==> src/rtl/core/b2mb_pkg.sv <==
// types and constants of the bmp 32 bpp to mono bitmap unit
// parser phases, result kinds, parser context and output queue entry
// no dependencies
package b2mb_pkg;

	typedef enum logic [1:0] {
		PH_HEADER,
		PH_SKIP,
		PH_PIXELS,
		PH_IDLE
	} phase_t;

	typedef enum logic [1:0] {
		KIND_BYTE,
		KIND_DONE,
		KIND_BAD_MAGIC,
		KIND_BAD_FORMAT
	} kind_t;

	// configuration register indexes
	localparam int CFG_IDX_W = 1;
	typedef logic [CFG_IDX_W-1:0] cfg_idx_t;
	localparam cfg_idx_t CFG_LEVEL  = 1'b0;
	localparam cfg_idx_t CFG_BUFFER = 1'b1;

	localparam logic [8:0] LEVEL_RESET = 9'd128;

	// header byte positions where a field completes
	localparam logic [31:0] POS_MAGIC  = 32'd1;
	localparam logic [31:0] POS_OFFSET = 32'd13;
	localparam logic [31:0] POS_WIDTH  = 32'd21;
	localparam logic [31:0] POS_HEIGHT = 32'd25;
	localparam logic [31:0] POS_PLANES = 32'd27;
	localparam logic [31:0] POS_BPP    = 32'd29;
	localparam logic [31:0] POS_COMPR  = 32'd33;

	localparam logic [15:0] BMP_MAGIC  = 16'h4D42;
	localparam logic [15:0] BMP_PLANES = 16'd1;
	localparam logic [15:0] BMP_BPP    = 16'd32;
	localparam logic [31:0] MIN_OFFSET = 32'd34;

	// output queue
	localparam int OUT_DEPTH = 8;
	localparam int OUT_AW    = 3;
	localparam int OUT_CW    = 4;

	typedef struct packed {
		logic [31:0] pos;
		logic [31:0] fa;
		logic [31:0] offset;
		logic [15:0] width;
		logic [15:0] height;
		logic        fmt_ok;
		logic [15:0] row;
		logic [15:0] col;
		logic [1:0]  chan;
		logic [23:0] bgr;
		logic [7:0]  pack;
		logic [31:0] row_base;
	} ctx_t;

	typedef struct packed {
		kind_t       kind;
		logic [23:0] addr;
		logic [7:0]  data;
	} result_t;

endpackage

==> src/rtl/core/bmp32_to_mono_bitmap_unit.sv <==
// flow: a transferred byte is registered, parsed, and its results are queued for the master side
// throughput: one file byte per cycle while s_tready is high; each byte passes one input
// register and one combinational parse step, results wait in an 8-entry queue (up to 2
// results per byte); the slave side stalls only while 5 or more results are queued
// reset: arst_n clears parser, queue and registers (level 128, capacity 0) at once
// bmp 32 bpp stream parser and threshold packer to a 1 bpp bitmap
// depends on b2mb_pkg
module bmp32_to_mono_bitmap_unit (
	input  logic                 clk,
	input  logic                 arst_n,
	input  logic                 cfg_we,
	input  b2mb_pkg::cfg_idx_t   cfg_index,
	input  logic [23:0]          cfg_data,
	input  logic                 s_tvalid,
	output logic                 s_tready,
	input  logic [7:0]           s_tdata,   // [7:0] file_byte
	input  logic                 s_tuser,   // [0] start_req
	output logic                 m_tvalid,
	input  logic                 m_tready,
	output logic [31:0]          m_tdata,   // [23:0] byte_address, [31:24] bitmap_byte
	output logic [1:0]           m_tuser    // [1:0] kind
);
	import b2mb_pkg::*;

	localparam logic [OUT_CW-1:0] READY_MAX = OUT_CW'(OUT_DEPTH - 4);
	localparam logic [OUT_CW-1:0] S1_MAX    = OUT_CW'(OUT_DEPTH - 2);
	localparam logic [OUT_CW-1:0] DEPTH_C   = OUT_CW'(OUT_DEPTH);

	logic [8:0]  level_q;
	logic [23:0] buf_q;

	logic        valid_s1;
	logic [7:0]  byte_s1;
	logic        start_s1;

	phase_t phase_q, phase_d, ph_c;
	ctx_t   ctx_q, ctx_d, cur;

	result_t res0, res1;
	logic [1:0] push_n;

	result_t           mem [OUT_DEPTH];
	logic [OUT_AW-1:0] head_q, tail_q;
	logic [OUT_CW-1:0] cnt_q;
	logic              pop;

	// decode signals
	logic [31:0] fa_n, mag, pix_addr;
	logic [7:0]  bl, gr, rd, mx, mn, pack_n;
	logic        dark, row_end, last_px, byte_end, in_range;
	logic        magic_bad, fmt_ok_end, empty;
	logic [16:0] col_p1, row_p1;

	// configuration
	always_ff @(posedge clk or negedge arst_n) begin
		if (!arst_n) begin
			level_q <= LEVEL_RESET;
			buf_q   <= 24'd0;
		end else if (cfg_we) begin
			unique case (cfg_index)
				CFG_LEVEL:  level_q <= cfg_data[8:0];
				CFG_BUFFER: buf_q   <= cfg_data;
				default: ;
			endcase
		end
	end

	assign s_tready = (cnt_q <= READY_MAX);

	// input register
	always_ff @(posedge clk or negedge arst_n) begin
		if (!arst_n) begin
			valid_s1 <= 1'b0;
		end else begin
			valid_s1 <= s_tvalid && s_tready;
		end
	end

	always_ff @(posedge clk) begin
		if (s_tvalid && s_tready) begin
			byte_s1  <= s_tdata;
			start_s1 <= s_tuser;
		end
	end

	// a start byte sees the parser as freshly cleared
	always_comb begin
		cur  = start_s1 ? '0 : ctx_q;
		ph_c = start_s1 ? PH_HEADER : phase_q;
		fa_n = {byte_s1, cur.fa[31:8]};
		mag  = fa_n[31] ? (~fa_n + 32'd1) : fa_n;

		bl = cur.bgr[7:0];
		gr = cur.bgr[15:8];
		rd = cur.bgr[23:16];
		mx = rd;
		mn = rd;
		if (gr > mx) mx = gr;
		if (bl > mx) mx = bl;
		if (gr < mn) mn = gr;
		if (bl < mn) mn = bl;
		dark = ({1'b0, mx} + {1'b0, mn}) < {level_q, 1'b0};

		col_p1   = {1'b0, cur.col} + 17'd1;
		row_p1   = {1'b0, cur.row} + 17'd1;
		row_end  = (col_p1 == {1'b0, cur.width});
		last_px  = row_end && (row_p1 == {1'b0, cur.height});
		byte_end = (cur.col[2:0] == 3'd7) || row_end;
		pix_addr = cur.row_base + 32'(cur.col[15:3]);
		in_range = pix_addr < {8'd0, buf_q};
		pack_n   = cur.pack | (dark ? (8'h80 >> cur.col[2:0]) : 8'h00);

		magic_bad  = (fa_n[31:16] != BMP_MAGIC);
		fmt_ok_end = cur.fmt_ok && (fa_n == 32'd0);
		empty      = (cur.width == 16'd0) || (cur.height == 16'd0);
	end

	// next phase
	always_comb begin
		phase_d = phase_q;
		if (valid_s1) begin
			phase_d = ph_c;
			unique case (ph_c)
				PH_HEADER: begin
					priority if (cur.pos == POS_MAGIC && magic_bad) begin
						phase_d = PH_IDLE;
					end else if (cur.pos == POS_COMPR) begin
						priority if (!fmt_ok_end || empty) phase_d = PH_IDLE;
						else if (cur.offset == MIN_OFFSET) phase_d = PH_PIXELS;
						else phase_d = PH_SKIP;
					end else begin
						phase_d = PH_HEADER;
					end
				end
				PH_SKIP: begin
					if (cur.pos + 32'd1 == cur.offset) phase_d = PH_PIXELS;
				end
				PH_PIXELS: begin
					if (cur.chan == 2'd3 && last_px) phase_d = PH_IDLE;
				end
				PH_IDLE: ;
				default: ;
			endcase
		end
	end

	// context update and results
	always_comb begin
		ctx_d  = ctx_q;
		push_n = 2'd0;
		res0   = '0;
		res1   = '0;
		if (valid_s1) begin
			ctx_d = cur;
			unique case (ph_c)
				PH_HEADER: begin
					ctx_d.fa  = fa_n;
					ctx_d.pos = cur.pos + 32'd1;
					priority if (cur.pos == POS_MAGIC) begin
						if (magic_bad) begin
							res0.kind = KIND_BAD_MAGIC;
							push_n    = 2'd1;
						end else begin
							ctx_d.fmt_ok = 1'b1;
						end
					end else if (cur.pos == POS_OFFSET) begin
						ctx_d.offset = fa_n;
						if (fa_n < MIN_OFFSET) ctx_d.fmt_ok = 1'b0;
					end else if (cur.pos == POS_WIDTH || cur.pos == POS_HEIGHT) begin
						if (mag[31:16] != 16'd0) ctx_d.fmt_ok = 1'b0;
						if (cur.pos == POS_WIDTH) ctx_d.width = mag[15:0];
						else ctx_d.height = mag[15:0];
					end else if (cur.pos == POS_PLANES) begin
						if (fa_n[31:16] != BMP_PLANES) ctx_d.fmt_ok = 1'b0;
					end else if (cur.pos == POS_BPP) begin
						if (fa_n[31:16] != BMP_BPP) ctx_d.fmt_ok = 1'b0;
					end else if (cur.pos == POS_COMPR) begin
						ctx_d.fmt_ok = fmt_ok_end;
						priority if (!fmt_ok_end) begin
							res0.kind = KIND_BAD_FORMAT;
							push_n    = 2'd1;
						end else if (empty) begin
							res0.kind = KIND_DONE;
							push_n    = 2'd1;
						end else begin
							push_n = 2'd0;
						end
					end else begin
						push_n = 2'd0;
					end
				end
				PH_SKIP: begin
					ctx_d.pos = cur.pos + 32'd1;
				end
				PH_PIXELS: begin
					ctx_d.chan = cur.chan + 2'd1;
					unique case (cur.chan)
						2'd0: ctx_d.bgr = {16'd0, byte_s1};
						2'd1: ctx_d.bgr[15:8] = byte_s1;
						2'd2: ctx_d.bgr[23:16] = byte_s1;
						2'd3: begin
							ctx_d.pack = pack_n;
							if (byte_end) begin
								ctx_d.pack = 8'd0;
								if (in_range) begin
									res0.kind = KIND_BYTE;
									res0.addr = pix_addr[23:0];
									res0.data = pack_n;
									push_n    = 2'd1;
								end
							end
							if (row_end) begin
								ctx_d.col      = 16'd0;
								ctx_d.row      = row_p1[15:0];
								ctx_d.row_base = cur.row_base
									+ 32'(({1'b0, cur.width} + 17'd7) >> 3);
							end else begin
								ctx_d.col = col_p1[15:0];
							end
							// done follows the last bitmap byte in the same step
							if (last_px) begin
								if (byte_end && in_range) begin
									res1.kind = KIND_DONE;
									push_n    = 2'd2;
								end else begin
									res0.kind = KIND_DONE;
									push_n    = 2'd1;
								end
							end
						end
						default: ;
					endcase
				end
				PH_IDLE: ;
				default: ;
			endcase
		end
	end

	always_ff @(posedge clk or negedge arst_n) begin
		if (!arst_n) begin
			phase_q <= PH_HEADER;
			ctx_q   <= '0;
		end else begin
			phase_q <= phase_d;
			ctx_q   <= ctx_d;
		end
	end

	// result queue
	assign pop      = m_tvalid && m_tready;
	assign m_tvalid = (cnt_q != '0);
	assign m_tdata  = {mem[head_q].data, mem[head_q].addr};
	assign m_tuser  = mem[head_q].kind;

	always_ff @(posedge clk) begin
		if (push_n != 2'd0) mem[tail_q] <= res0;
		if (push_n == 2'd2) mem[tail_q + OUT_AW'(1)] <= res1;
	end

	always_ff @(posedge clk or negedge arst_n) begin
		if (!arst_n) begin
			head_q <= '0;
			tail_q <= '0;
			cnt_q  <= '0;
		end else begin
			tail_q <= tail_q + OUT_AW'(push_n);
			if (pop) head_q <= head_q + OUT_AW'(1);
			cnt_q <= cnt_q + OUT_CW'(push_n) - OUT_CW'(pop);
		end
	end

`ifndef SYNTHESIS
	a_cnt_bound: assert property (@(posedge clk) disable iff (!arst_n)
		cnt_q <= DEPTH_C)
		else $error("result queue overflow");

	a_room_for_s1: assert property (@(posedge clk) disable iff (!arst_n)
		valid_s1 |-> cnt_q <= S1_MAX)
		else $error("no room for results of staged byte");

	a_idle_sticky: assert property (@(posedge clk) disable iff (!arst_n)
		(phase_q == PH_IDLE && !(valid_s1 && start_s1)) |=> phase_q == PH_IDLE)
		else $error("parser left idle without start");

	a_col_in_row: assert property (@(posedge clk) disable iff (!arst_n)
		phase_q == PH_PIXELS |-> ctx_q.col < ctx_q.width)
		else $error("column beyond image width");

	a_status_zero: assert property (@(posedge clk) disable iff (!arst_n)
		(m_tvalid && m_tuser != KIND_BYTE) |-> m_tdata == 32'd0)
		else $error("status result with nonzero payload");
`endif

endmodule
==> config.mk <==
export PLATFORM = sky130hd
export DESIGN_NAME = bmp32_to_mono_bitmap_unit
export DESIGN_NICKNAME = d
export VERILOG_FILES = /design/src/rtl/core/b2mb_pkg.sv /design/src/rtl/core/bmp32_to_mono_bitmap_unit.sv
export SDC_FILE = /design/constraint.sdc
export NUM_CORES = 2
export LEC_CHECK = 0
export BUFFER_PORTS_ARGS = -buffer_cell sky130_fd_sc_hd__buf_2
export CAP_MARGIN = 15
export CELL_PAD_IN_SITES_DETAIL_PLACEMENT = 0
export CELL_PAD_IN_SITES_GLOBAL_PLACEMENT = 2
export CORE_MARGIN = 10
export CORE_UTILIZATION = 40
export DETAILED_ROUTE_END_ITERATION = 7
export MAX_ROUTING_LAYER = met4
export PLACE_DENSITY_LB_ADDON = 0.1
export SLEW_MARGIN = 20
export SYNTH_ARGS = -nofsm -noshare
export SYNTH_HDL_FRONTEND = slang
export SYNTH_SLANG_ARGS = --single-unit
==> constraint.sdc <==
create_clock -name clk -period 20.2 [get_ports clk]
set_input_delay 4.04 -clock clk [delete_from_list [all_inputs] [get_ports clk]]
set_output_delay 4.04 -clock clk [all_outputs]
set_load 0.05 [all_outputs]
**Yosys cells after proc, flatten, opt, wreduce, memory -nomap -nowiden**

Memories as Yosys holds them, arrays and structs flattened.
Cells that the tools add are included.

- ROM bits: 0
- Bits of input ports: 39
- Latch bits: 0
- Bits in registers: 274
- Memory bits (writable): 272
- Memories kept: 1
- Output and inout bits: 36
- Word-level logic and storage cells: 177

- Reductions and logical operators: 23
- Bitwise gates (word level): 3
- Multiplexer cells: 85
- Multiply operators: 0
- Add/sub/neg operators: 14
- Order comparisons: 8
- Shifts and indexed selects: 1
- Divide/modulo/power cells: 0
- Equal/unequal tests: 21

Memories:

| memory | depth | width | read ports | clocked after Yosys merged registers in | write ports | line | RTL |
|---|---|---|---|---|---|---|---|
| mem | 8 | 34 | 1 | 0 | 2 | bmp32_to_mono_bitmap_unit.sv:42 | `result_t mem [OUT_DEPTH];` |

Operators with widths:

| operator | number |
|---|---|
| $mux W32 | 10 |
| $mux W227 | 1 |
| $eq A32 B5 Y1 const B | 4 |
| $mux W98 | 1 |
| $mux W97 | 1 |
| $mux W34 | 2 |
| $add A32 B1 Y32 const B | 2 |
| $eq A32 B6 Y1 const B | 2 |
| $mux W16 | 4 |
| $mux W64 | 1 |
| $mux W8 | 7 |
| $mux W2 | 26 |
| $mux W40 | 1 |
| $add A16 B1 Y17 const B | 2 |
| $eq A17 B16 Y1 | 2 |
| $add A32 B13 Y32 | 1 |
| $add A32 B14 Y32 | 1 |
| $eq A32 B1 Y1 const B | 1 |
| $eq A32 B32 Y1 | 1 |
| $eq A32 B4 Y1 const B | 1 |
| $logic_not A16 Y1 | 2 |
| $logic_not A32 Y1 | 1 |
| $lt A32 B24 Y1 | 1 |
| $lt A32 B6 Y1 const B | 1 |
| other kinds (34) | 79 |

**Logic depth before layout (Yosys ltp)**

- Depth in word-level cells: 16
- Depth in mapped cells: 42
- Gate-level depth less buffers: 32

**Least setup slack after synthesis**

Ideal clock, no wire load.

- Path kind: reg2reg
- From: reg start_s1
- To: mem mem[0][32] (netlist name), enable pin
- Arrival: 7.999 ns
- Data required time: 19.910 ns
- Cell stages (with the launch flop): 41
- Path buffers: 12
- Setup time: 0.290 ns
- Period minus slack after synthesis: 8.289 ns
- Setup slack: 11.911 ns
- Cell sequence: edfxtp_1 buf_2 buf_2 buf_2 buf_2 buf_2 clkbuf_1 clkbuf_1 clkbuf_1 clkbuf_1 nor2b_1 ha_1 fa_1 a21o_1 a221oi_1 a211oi_1 o31ai_1 a21oi_1 [... 5 more ...] a21oi_1 nor2b_1 o21ai_0 a21oi_1 a2111oi_0 nor4b_4 buf_6 and3_1 ha_1 nand2_1 a31o_2 inv_2 nor4b_2 nand2_1 o21a_1 buf_2 buf_2 inv_1

RTL lines:

| item | line | RTL |
|---|---|---|
| start: declaration | bmp32_to_mono_bitmap_unit.sv:34 | `logic start_s1;` |
| start signal: assignment | bmp32_to_mono_bitmap_unit.sv:82 | `start_s1 <= s_tuser;` |
| end: declaration | bmp32_to_mono_bitmap_unit.sv:42 |  |

==> metrics.txt <==
vias 26400; fraction of the mapped netlist area in adder cells 4.74%; YS warnings 0; synthesized flop and latch total 546; FF/Latch Area 12400 um^2; clock share of power 32.5%; status complete, no violations; top cell type's share of synthesized area 20.9%; Max transition margin 23.6%; io pins 75; overall power 3.92 mW; antenna cells 0; top cells by count, synth 413 x nand2_1, 264 x dfrtp_1, 264 x dfxtp_1; Total Routing Usage GR 23.5%; number of synthesized flops with an enable pin 17; row cnt 103; internal power 2.41 mW; post-synthesis mux area share 8.40%; Crit path largest cell delay 970 ps; Root Buffer clkbuf_16; LEAKAGE 14.1 nW; fin crit period 9830 ps; die height 301 um; Syn Nets 3549; Syn Inst Count 3394; footprint of the multi-input gates 17700 um^2; post-CTS setup buffers 0; Layout Nets 3488; Synth-to-Final Area Change 10.5%; sw frac 38.6%; total gr overflow 0; CTS Buf Count 67; RSZ-0062 raised after global routing false; pwr/cell area 112 nW/um^2; antenna-violating nets left 0; global-route wire length before repair 163000 um; Starting DRT DRC Count 1902; post-DR wirelength/cell 23.7 um; initial antenna violation count 0; Final Cycle Share 48.6%; Synth Area in Compound Gates 20.2%; clock-pin slew on the worst setup and hold paths 60 ps; CP Buf/Inv Count 4; # setup viols final 0; clk_lat worst skew 630 ps; Synth async-reset ratio 48.5%; Core ar. 78700 um^2; Max Transition Viols Final 0; die area 90700 um^2; sequential area share after synthesis 39.3%; share of post-route cells with drive strength above 1 13.6%; DRT Pass-1 Iters 6; critical-path maximum fanout 59; Post-Syn Area per Cell 9.32 um^2; maximum clock rate 0.102 GHz; hold crit path type reg -> reg; placed wire-length estimate 73000 um; Remaining DRCs 0; critical path class reg -> reg; XOR/XNOR Fraction of Synth Area 5.00%; Net Sw Power 1.51 mW; CP top delay family compound AO/OA/AOI/OAI gates; largest family of logic cells by synthesized area compound AO/OA/AOI/OAI gates; count leader, synth nand2_1; Fillers 7620; Routed WL 105000 um; largest net degree at the start of global routing 105; Critical Path Source Type flop; WP data arrival 10350 ps; total of max-cap violations 0; critical path's slowest cell edfxtp_1; Slew @ Worst Pin 1150 ps; number of library cell types mapped by synthesis 102; hold_buf cts 0; top area cells in the synthesized netlist dfrtp_1 21%, dfxtp_1 17%, nand2_1 4.9%, mux4_2 4.8%, a32o_1 4.5%; Hold Fails Final Rpt 0; gpl congestion 0.882; simple-gate share of the synthesized area 17.2%; VDD IR max 0.0720 mV; Sink Count 546; Synth Cell Area 31600 um^2; Vias/cell 5.95; number of global-route vias before repair 26400; cts repair resizes 0; CP Data Required Time 20720 ps; CTS tree built; Starting Density 40.2%; critical path endpoint category flop; Combinational Power Share 33.7%; Sequential Power Share 33.8%; Die Wd 301 um; Worst Skew 25.8 ps; port buffer count 74; Synth area leader dfrtp_1; Top FF cell, synth dfxtp_1; final instance area 35000 um^2; placed cell area 32600 um^2; maximum clock path buffer count 3; H-tree depth 3; Sum Neg Setup Slack 0 ps
## flip-flops by register name (all words and copies together) (netlist names), 3 cells and up
name,count
mem,272
ctx_q,219
buf_q,24
level_q,9
byte_s1,8
cnt_q,4
head_q,3
tail_q,3
## cells in the final DEF (no fill, tap or decap), types with 22 or more instances in the layout
master	netlist	layout
nand4_1	43	43
inv_1	116	116
o22ai_1	22	22
xor2_1	75	75
a32o_1	142	142
xnor2_1	103	103
dfrtp_1	264	260
a21oi_1	142	142
ha_1	111	111
clkbuf_16	0	68
o2bb2ai_1	24	24
nor4_1	48	48
mux2i_1	26	25
mux4_2	68	68
dfxtp_1	264	264
nor3_1	69	68
a21o_1	34	34
nand2_1	413	413
buf_4	1	54
o21ai_0	219	218
a31oi_1	30	30
o31ai_1	71	71
mux2_2	77	77
buf_2	43	73
and3_1	43	43
a22o_1	44	44
a22oi_1	31	31
nor2b_1	69	69
nor2_1	201	195
nand3_1	83	83
## power groups by stage
stage / registers (mW) / logic [mW] / clock network (mW)
final: 1.32 / 1.32 / 1.27
after CTS: 1.33 / 1.33 / 1.30
after global placement: 1.35 / 1.31 / 0
after detailed placement: 1.35 / 1.32 / 0
after global routing: 1.34 / 1.47 / 1.35
after floorplan: 1.23 / 1.01 / 0
## per-layer routing
metal	GRT usage [%]	up-vias	routed length, um
met4	5.95	0	2540
li1	-	12400	-
met5	-	-	0
met2	39.2	690	51300
met3	2.70	155	4430
met1	30.1	13200	46800
## cell families (layout without fill, tap and decap cells)
group	count (synthesis)	in the layout
XOR/XNOR	179	179
buffers and inverters	378	369
AO/OA/AOI/OAI	897	897
adder cells (fa/ha/maj)	117	117
flip-flops	546	546
AND/OR/NAND/NOR	1106	1106
multiplexers	171	171
## final timing paths
kind | slack, ps | endpoint | cells past startpoint | from
max reg2reg | 10380 | mem[4][5] | 32 | start_s1
max | 10380 | mem[4][5] | 32 | start_s1
min in group asynchronous | 3380 | ctx_q[209] | 1 | arst_n
max in group asynchronous | 15260 | level_q[1] | 2 | arst_n
min reg2reg | 450 | mem[1][13] | 2 | mem[1][13]
min | 450 | mem[1][13] | 2 | mem[1][13]
## metrics by stage
| stage | util, % | hold WS [ps] | std cells | worst slack, ps |
|---|---|---|---|---|
| finish | 44.4 | 449 | 4435 | 10380 |
| global route | 44.4 | 469 | 4435 | 9700 |
| CTS | 44.4 | 449 | 4435 | 10380 |
| detailed placement | 41.5 | 439 | 4314 | 10410 |
| global placement | 41.5 | 428 | 4314 | 10080 |
| floorplan | - | 420 | 3394 | 11910 |
## worst reg2reg max path: cells and delay by family (launching register included)
| kind | cells | cell delay, ps |
|---|---|---|
| AOI/OAI and AO/OA | 14 | 3780 |
| xor gates and xnor gates | 1 | 160 |
| adders and majority gates | 4 | 1170 |
| buffers and inverters | 4 | 1660 |
| DFF | 1 | 970 |
| muxes | 1 | 430 |
| and+or+nand+nor | 8 | 1550 |
## area by class of cell
type / count / area share, %
repair buffers: 128 / 2.25
multi-input cells: 2470 / 50.5
flip-flops and latches: 546 / 35.6
well taps: 1050 / 3.76
clock buffers: 88 / 5.31
clock inverters: 33 / 1.33
inverters: 120 / 1.29
Note: power is estimated with default switching activity, not from simulation.
